File: config.mk
export PLATFORM = sky130hd
export DESIGN_NAME = counting_multiset_table
export DESIGN_NICKNAME = d
export VERILOG_FILES = /design/src/design/cmst_pkg.sv /design/src/design/cmst_cell.sv /design/src/design/counting_multiset_table.sv
export SDC_FILE = /design/constraint.sdc
export NUM_CORES = 2
export LEC_CHECK = 0
export BUFFER_PORTS_ARGS = -buffer_cell sky130_fd_sc_hd__buf_2
export CAP_MARGIN = 20
export CORE_MARGIN = 2
export CORE_UTILIZATION = 35
export CTS_CLUSTER_DIAMETER = 120
export DETAILED_ROUTE_END_ITERATION = 6
export GPL_TIMING_DRIVEN = 0
export SLEW_MARGIN = 10
export SYNTH_ARGS = -nofsm -noshare
export SYNTH_HDL_FRONTEND = slang
export SYNTH_SLANG_ARGS = --single-unit
File: constraint.sdc
create_clock -name clk -period 6.2 [get_ports clk]
set_input_delay 1.55 -clock clk [delete_from_list [all_inputs] [get_ports clk]]
set_output_delay 1.55 -clock clk [all_outputs]
set_load 0.02 [all_outputs]
File: src/design/cmst_pkg.sv
// shared types, constants and status codes for the counting multiset table
package cmst_pkg;

  localparam int SLOTS_DEF      = 16;
  localparam int KEY_BITS_DEF   = 32;
  localparam int COUNT_BITS_DEF = 16;

  localparam int KEY_W    = 32;
  localparam int AMOUNT_W = 16;
  localparam int NCOUNT_W = 16;

  localparam logic KIND_ADD = 1'b0;
  localparam logic KIND_REM = 1'b1;

  typedef enum logic [1:0] {
    ST_OK     = 2'd0,
    ST_FULL   = 2'd1,
    ST_ABSENT = 2'd2,
    ST_SAT    = 2'd3
  } status_t;

  // search token walking down the cell chain
  typedef struct packed {
    logic valid;
    logic hit;
    logic free;
  } tok_t;

  // broadcast write command
  typedef struct packed {
    logic en;
    logic claim;
  } wr_t;

endpackage

File: src/design/cmst_cell.sv
// one table slot: key, count, match and free-slot claim logic
module cmst_cell import cmst_pkg::*; #(
  parameter int KEY_BITS   = KEY_BITS_DEF,
  parameter int COUNT_BITS = COUNT_BITS_DEF
) (
  input  logic                  clk,
  input  logic                  rst_n,
  input  logic [KEY_BITS-1:0]   item_key,
  input  tok_t                  tok_in,
  input  logic [COUNT_BITS-1:0] tcnt_in,
  output tok_t                  tok_out,
  output logic [COUNT_BITS-1:0] tcnt_out,
  input  wr_t                   wr,
  input  logic [KEY_BITS-1:0]   wr_key,
  input  logic [COUNT_BITS-1:0] wr_count
);

  logic [KEY_BITS-1:0]   key_r;
  logic [COUNT_BITS-1:0] count_r;
  logic [COUNT_BITS-1:0] tcnt_r;
  tok_t                  tok_r;
  tok_t                  tok_nxt;
  logic                  hit_r;
  logic                  cand_r;
  logic                  occ;
  logic                  match;
  logic                  sel;

  assign occ   = (count_r != '0);
  assign match = occ && (key_r == item_key);
  assign sel   = wr.claim ? cand_r : hit_r;

  always_comb begin
    tok_nxt.valid = tok_in.valid;
    tok_nxt.hit   = tok_in.hit | match;
    tok_nxt.free  = tok_in.free | ~occ;
  end

  always_ff @(posedge clk) begin
    if (!rst_n) begin
      count_r <= '0;
      tok_r   <= '0;
      hit_r   <= 1'b0;
      cand_r  <= 1'b0;
    end else begin
      if (tok_in.valid) begin
        tok_r  <= tok_nxt;
        hit_r  <= match;
        cand_r <= ~occ & ~tok_in.free;
      end else begin
        tok_r.valid <= 1'b0;
      end
      if (wr.en && sel) begin
        count_r <= wr_count;
      end
    end
  end

  always_ff @(posedge clk) begin
    if (tok_in.valid) begin
      tcnt_r <= match ? count_r : tcnt_in;
    end
    if (wr.en && wr.claim && cand_r) begin
      key_r <= wr_key;
    end
  end

  assign tok_out  = tok_r;
  assign tcnt_out = tcnt_r;

endmodule

File: src/design/counting_multiset_table.sv
// counting multiset table top level: item register, cell chain, result logic
// a taken word is registered, its search token walks every cell, the chain tail is captured in
// result registers, then the output register is loaded once it is empty or being read;
// the next word is taken after that load, while the result still waits in the output register
// reset clears every slot count (all slots free); slot keys are left unset, no clearing pass
module counting_multiset_table import cmst_pkg::*; #(
  parameter int SLOTS      = SLOTS_DEF,
  parameter int KEY_BITS   = KEY_BITS_DEF,
  parameter int COUNT_BITS = COUNT_BITS_DEF
) (
  input  logic                clk,
  input  logic                rst_n,
  input  logic                in_valid,
  output logic                in_ready,
  input  logic                in_kind,
  input  logic signed [KEY_W-1:0] in_key,
  input  logic [AMOUNT_W-1:0] in_amount,
  output logic                out_valid,
  input  logic                out_ready,
  output logic [NCOUNT_W-1:0] out_new_count,
  output logic [1:0]          out_status
);

  localparam int WIDE     = (COUNT_BITS > AMOUNT_W) ? COUNT_BITS : AMOUNT_W;
  localparam int SUM_BITS = WIDE + 1;
  localparam logic [SUM_BITS-1:0] COUNT_MAX =
    {{(SUM_BITS-COUNT_BITS){1'b0}}, {COUNT_BITS{1'b1}}};

  typedef enum logic [2:0] {
    S_IDLE = 3'b001,
    S_WALK = 3'b010,
    S_WAIT = 3'b100
  } state_t;

  state_t                state_r, state_nxt;
  logic                  start_r;
  logic                  kind_r;
  logic [KEY_BITS-1:0]   item_key_r;
  logic [KEY_BITS-1:0]   key_ext;
  logic [AMOUNT_W-1:0]   amount_r;
  logic                  res_hit_r;
  logic                  res_free_r;
  logic [COUNT_BITS-1:0] old_cnt_r;
  logic                  out_valid_r;
  logic [NCOUNT_W-1:0]   out_new_count_r;
  status_t               out_status_r;

  tok_t                  tok_c  [0:SLOTS];
  logic [COUNT_BITS-1:0] tcnt_c [0:SLOTS];

  logic                  accept;
  logic                  fire;
  logic [COUNT_BITS-1:0] base;
  logic [SUM_BITS-1:0]   base_ext;
  logic [SUM_BITS-1:0]   amt_ext;
  logic [SUM_BITS-1:0]   sum;
  logic [SUM_BITS-1:0]   diff;
  logic                  sat;
  logic [COUNT_BITS-1:0] add_cnt;
  logic [COUNT_BITS-1:0] rem_cnt;
  logic [COUNT_BITS-1:0] new_cnt;
  logic [NCOUNT_W-1:0]   new_cnt_out;
  status_t               st;
  logic                  do_wr;
  logic                  do_claim;
  wr_t                   wr;

  generate
    if (KEY_BITS > KEY_W) begin : g_key_wide
      assign key_ext = {{(KEY_BITS-KEY_W){1'b0}}, in_key[KEY_W-1:0]};
    end else begin : g_key_narrow
      assign key_ext = in_key[KEY_BITS-1:0];
    end
    if (COUNT_BITS < NCOUNT_W) begin : g_cnt_narrow
      assign new_cnt_out = {{(NCOUNT_W-COUNT_BITS){1'b0}}, new_cnt};
    end else begin : g_cnt_wide
      assign new_cnt_out = new_cnt[NCOUNT_W-1:0];
    end
  endgenerate

  assign accept = in_valid && in_ready;
  assign fire   = (state_r == S_WAIT) && (!out_valid_r || out_ready);

  // search chain
  assign tok_c[0]  = '{valid: start_r, hit: 1'b0, free: 1'b0};
  assign tcnt_c[0] = '0;

  generate
    for (genvar i = 0; i < SLOTS; i++) begin : g_cell
      cmst_cell #(
        .KEY_BITS   (KEY_BITS),
        .COUNT_BITS (COUNT_BITS)
      ) u_cell (
        .clk      (clk),
        .rst_n    (rst_n),
        .item_key (item_key_r),
        .tok_in   (tok_c[i]),
        .tcnt_in  (tcnt_c[i]),
        .tok_out  (tok_c[i+1]),
        .tcnt_out (tcnt_c[i+1]),
        .wr       (wr),
        .wr_key   (item_key_r),
        .wr_count (new_cnt)
      );
    end
  endgenerate

  // result arithmetic
  always_comb begin
    base     = res_hit_r ? old_cnt_r : '0;
    base_ext = {{(SUM_BITS-COUNT_BITS){1'b0}}, base};
    amt_ext  = {{(SUM_BITS-AMOUNT_W){1'b0}}, amount_r};
    sum      = base_ext + amt_ext;
    diff     = base_ext - amt_ext;
    sat      = (sum > COUNT_MAX);
    add_cnt  = sat ? COUNT_MAX[COUNT_BITS-1:0] : sum[COUNT_BITS-1:0];
    rem_cnt  = (amt_ext >= base_ext) ? '0 : diff[COUNT_BITS-1:0];
    do_wr    = 1'b0;
    do_claim = 1'b0;
    new_cnt  = '0;
    st       = ST_OK;
    case (kind_r)
      KIND_ADD: begin
        if (res_hit_r) begin
          do_wr   = 1'b1;
          new_cnt = add_cnt;
          st      = sat ? ST_SAT : ST_OK;
        end else if (amount_r == '0) begin
          st = ST_OK;
        end else if (res_free_r) begin
          do_wr    = 1'b1;
          do_claim = 1'b1;
          new_cnt  = add_cnt;
          st       = sat ? ST_SAT : ST_OK;
        end else begin
          st = ST_FULL;
        end
      end
      KIND_REM: begin
        if (res_hit_r) begin
          do_wr   = 1'b1;
          new_cnt = rem_cnt;
        end else begin
          st = ST_ABSENT;
        end
      end
      default: begin
        st = ST_OK;
      end
    endcase
  end

  assign wr.en    = fire && do_wr;
  assign wr.claim = do_claim;

  // control fsm
  always_comb begin
    state_nxt = state_r;
    case (state_r)
      S_IDLE: if (accept) state_nxt = S_WALK;
      S_WALK: if (tok_c[SLOTS].valid) state_nxt = S_WAIT;
      S_WAIT: if (fire) state_nxt = S_IDLE;
      default: state_nxt = S_IDLE;
    endcase
  end

  always_ff @(posedge clk) begin
    if (!rst_n) begin
      state_r     <= S_IDLE;
      start_r     <= 1'b0;
      out_valid_r <= 1'b0;
    end else begin
      state_r <= state_nxt;
      start_r <= accept;
      if (fire) begin
        out_valid_r <= 1'b1;
      end else if (out_ready) begin
        out_valid_r <= 1'b0;
      end
    end
  end

  always_ff @(posedge clk) begin
    if (accept) begin
      kind_r     <= in_kind;
      item_key_r <= key_ext;
      amount_r   <= in_amount;
    end
    if ((state_r == S_WALK) && tok_c[SLOTS].valid) begin
      res_hit_r  <= tok_c[SLOTS].hit;
      res_free_r <= tok_c[SLOTS].free;
      old_cnt_r  <= tcnt_c[SLOTS];
    end
    if (fire) begin
      out_new_count_r <= new_cnt_out;
      out_status_r    <= st;
    end
  end

  assign in_ready      = (state_r == S_IDLE);
  assign out_valid     = out_valid_r;
  assign out_new_count = out_new_count_r;
  assign out_status    = out_status_r;

  a_tail_in_walk: assert property (@(posedge clk) disable iff (!rst_n)
    tok_c[SLOTS].valid |-> (state_r == S_WALK))
    else $error("search token left the chain outside a walk");

  a_start_after_accept: assert property (@(posedge clk) disable iff (!rst_n)
    accept |=> (start_r && (state_r == S_WALK)))
    else $error("taken word did not launch a search");

  a_rise_from_wait: assert property (@(posedge clk) disable iff (!rst_n)
    $rose(out_valid_r) |-> ($past(state_r) == S_WAIT))
    else $error("result word raised outside the wait state");

  a_no_write_when_full: assert property (@(posedge clk) disable iff (!rst_n)
    (fire && ((st == ST_FULL) || (st == ST_ABSENT))) |-> !wr.en)
    else $error("table written on a dropped word");

endmodule

==> impl_results.md <==
- Crit path top cell by count: buf_2
- Hold Worst Slack: 0.4190 ns
- Top delay family on crit path: buffers and inverters
- Crit path launch: res_hit_r
- FF-to-FF End: out_new_count[12]
- R2R Path Start: res_hit_r
- Synth async-reset ratio: 0
- Area growth syn-to-layout: 15.64%
- Max-Slew Margin vs Limit: 0.1812
- Clk sinks: 1192
- Crit. path cell count: 20
- Sequential element share of the synthesized area: 0.6600
- Initial antenna violation count: 4
- CTS Hold Bufs: 0
- Number of max-cap violations: 0
- HPWL after DPL: 97440 um
- Root Driver: clkbuf_16
- Flop2flop setup slack: 0.24 ns
- Ys flop type: edfxtp_1
- Synth area leaders: edfxtp_1 52%, dfxtp_1 14%, xor2_1 7.3%, mux2_2 5.5%, a21oi_1 3.0%
- Hold violation count in the final report: 0
- Final Skew: 0.02700 ns
- WP buf/inv: 8
- Syn avg cell area: 13.49 um^2
- Die area: 0.1433 mm^2
- Initial Util: 0.3523
- Grt ovf: 0
- Sequential power share: 0.515
- Power per Cell Area: 298.6 mW/mm^2
- Sw frac: 0.2352
- Post-detailed-route wirelength per cell: 24.54 um
- PortBufs: 71
- Crit-path max cell delay: 0.52 ns
- CTS Buf Count: 119
- FF+latch count, synth: 1192
- Combinational power share: 0.062
- Synth unique cells: 80
- Final-stage net count: 3958
- Internal power: 12.97 mW
- Post-synth top area share: 0.5218
- Post-synth top area cell: edfxtp_1
- DRT Wirelength: 144100 um
- H-Tree Depth: 3
- DRC: 0
- RSZ-0062 raised after global routing: false
- Top-Level Pins: 73
- Total number of vias: 30960
- Die width: 378.5 um
- EDFF count, synth: 853
- Setup violations, final: 0
- Critical Path Sink Type: flip-flop
- Core Footprint: 0.1394 mm^2
- CTS tree: yes
- Row Count: 137
- Total Power: 16.95 mW
- Final Cycle Share: 0.9614
- Syn nets: 3704
- Syn. warnings: 0
- Max Slew Vio Count: 0
- CTS clock-pin slew for the worst setup and hold paths: 0.06 ns
- Largest net degree at the start of global routing: 33
- Sw Pwr: 3.987 mW
- Clock power share: 0.423
- Vias per inst: 5.271
- Crit path max fanout: 10
- Cell area after synthesis: 0.04909 mm^2
- Crit path kind: flip-flop to flip-flop
- Status: complete, no violations
- Leak: 19.17 nW
- Path depth of the worst reg2reg path: 20
- Clock latency on the worst-skew pair: 0.74 ns
- Max rail drop VDD: 0.2337 mV
- Highest Clock Rate: 0.1678 GHz
- Number of global-route vias before repair: 30270
- Die Ht: 378.5 um
- Arr. time, crit path: 6.41 ns
- # fillers: 12950
- Clk buf depth: 3
- Slowest cell on crit path: a21oi_4
- Worst path cell trace: buf_6, buf_2, buf_2, buf_2, clkbuf_2, nand2_1, inv_1, ha_1, ha_1, nand4_1, o2bb2ai_1, nand3_1, o31ai_2, a21oi_2, maj3_2, o21ai_2, o211ai_1, a21oi_4, buf_2, inv_1
- WP data required: 6.65 ns
- Min cycle time layout: 5.961 ns
- CP startpoint kind: flip-flop
- Worst-Margin Slew: 1.228 ns
- DRT iter0 DRCs: 3233
- ANT nets after route: 0
- Worst min-delay path class: flip-flop to flip-flop
- First-pass GRT wire length: 206800 um
- Routability congestion estimate: 0.8727
- Pre-Repair DR Iteration Count: 6
- Critical path endpoint: out_new_count[12]
- Layout cells sized above 1: 0.1734
- Mapped Cells: 3639
- PnR worst setup slack: 0.2393 ns
- Place WS: -0.2453 ns
- Global Route Usage Sum: 0.1989
[power groups by stage]
stage | Combinational [mW] | Clock, mW | Sequential [mW]
after global placement | 0.952 | 0 | 8.92
after global routing | 1.11 | 7.60 | 8.74
after CTS | 1.01 | 7.29 | 8.74
after detailed placement | 0.988 | 0 | 8.91
after floorplan | 0.560 | 0 | 8.80
final | 1.05 | 7.17 | 8.73
[routing by layer]
layer	vias to the layer above	routed length (um)	track usage	part of all wire
met4	2	4341	0.06277	0.030
met2	1096	69080	0.3324	0.48
met1	15670	61760	0.2659	0.43
met3	226	8941	0.02857	0.062
li1	13960	-	-	-
met5	-	18	0	0.00012
[sequential cells by signal (all words and copies together), names as in the netlist, 2 cells and up]
signal                  count
amount_r                   16
g_cell.u_cell.tcnt_out    256
out_new_count              16
old_cnt_r                  16
g_cell.u_cell.tok_out      48
out_status                  2
g_cell.u_cell.count_r     256
g_cell.u_cell.key_r       512
g_cell.u_cell.cand_r       15
state_r                     3
item_key_r                 32
g_cell.u_cell.hit_r        15
[stage by stage]
stage	std cells	setup TNS (ns)	cell area (um^2)	util
6_report	5874	0	56770	0.4074
5_1_grt	5873	0	56770	0.4073
4_1_cts	5852	0	56520	0.4056
3_5_place_dp	5624	-6.348	52520	0.3769
3_3_place_gp	5586	-730.81	51800	0.3717
2_1_floorplan	3639	0	49090	-
[worst min path at each step]
| stage | from | end | slack [ns] | cells after the start |
|---|---|---|---|---|
| floorplan | g_cell[15].u_cell.tcnt_out[0] | old_cnt_r[0] | 0.40 | 0 |
| global placement | g_cell[15].u_cell.tcnt_out[12] | old_cnt_r[12] | 0.41 | 0 |
| detailed placement | g_cell[15].u_cell.tcnt_out[10] | old_cnt_r[10] | 0.41 | 0 |
| CTS | g_cell[15].u_cell.tcnt_out[15] | old_cnt_r[15] | 0.42 | 0 |
| global route | g_cell[15].u_cell.tcnt_out[13] | old_cnt_r[13] | 0.43 | 0 |
| finish | g_cell[15].u_cell.tcnt_out[10] | old_cnt_r[10] | 0.42 | 0 |
[cell usage after synthesis (all sizes together), types with 12 or more instances]
master	number
clkbuf	170
a21oi	319
a21o	19
a31oi	19
nand3	26
nand2b	16
buf	58
nand2	47
and2	46
dfxtp	339
xor2	408
edfxtp	853
o21ai	294
mux2	240
xnor2	137
nor3	20
a211oi	35
nor2	130
mux2i	26
nand4	66
inv	72
nor4	183
ha	12
[layout make-up]
class                      instances  area (um^2)  share of cell area
antenna                            1        2.502          0.00004408
buffer                           228        975.9             0.01719
clock buffer                     175         3493             0.06154
clock inverter                    50        386.6            0.006810
inverter                          73        274.0            0.004827
multi-input combinational       2146        15690              0.2763
sequential                      1192        32400              0.5707
tap                             1876         2347             0.04135
timing repair buffer             133         1201             0.02116
[cell families after synthesis]
family                     count (synthesis)  share of synthesized area
DFF                                     1192                     0.6600
AOI/OAI and AO/OA                        750                    0.08732
and+or+nand+nor                          563                    0.06461
xor gates and xnor gates                 545                    0.09769
buffers and inverters                    301                    0.02490
muxes                                    266                    0.06035
adders and majority gates                 22                   0.005148
[what timing repair did]
item | in CTS | in global routing
buffers inserted | 3 | 15
pin swaps | 1 | 1
setup endpoints to repair | 81 | 145
gates resized for setup | 13 | 10
[cell usage in the layout (no fill, tap or decap), types with 13 or more instances in the layout]
master	netlist	routed
nand2_1	44	44
buf_4	5	26
a21o_1	19	19
dfxtp_1	339	339
xor2_1	407	407
clkbuf_1	170	197
and2_1	46	30
and2_2	0	16
nand4_1	66	66
buf_6	4	19
nor3_1	20	18
xnor2_1	135	135
clkbuf_16	0	123
inv_1	70	70
o21ai_0	285	285
nor2_1	128	126
clkbuf_8	0	22
buf_12	0	19
nand2b_1	16	16
clkinv_1	1	17
clkinv_2	0	13
buf_2	35	101
a21oi_1	297	297
mux2_2	240	240
edfxtp_1	853	853
mux2i_1	26	26
a211oi_1	31	31
a31oi_1	19	19
nor4_1	167	167
nand3_1	26	26
Power figures use the tool's default switching activity.
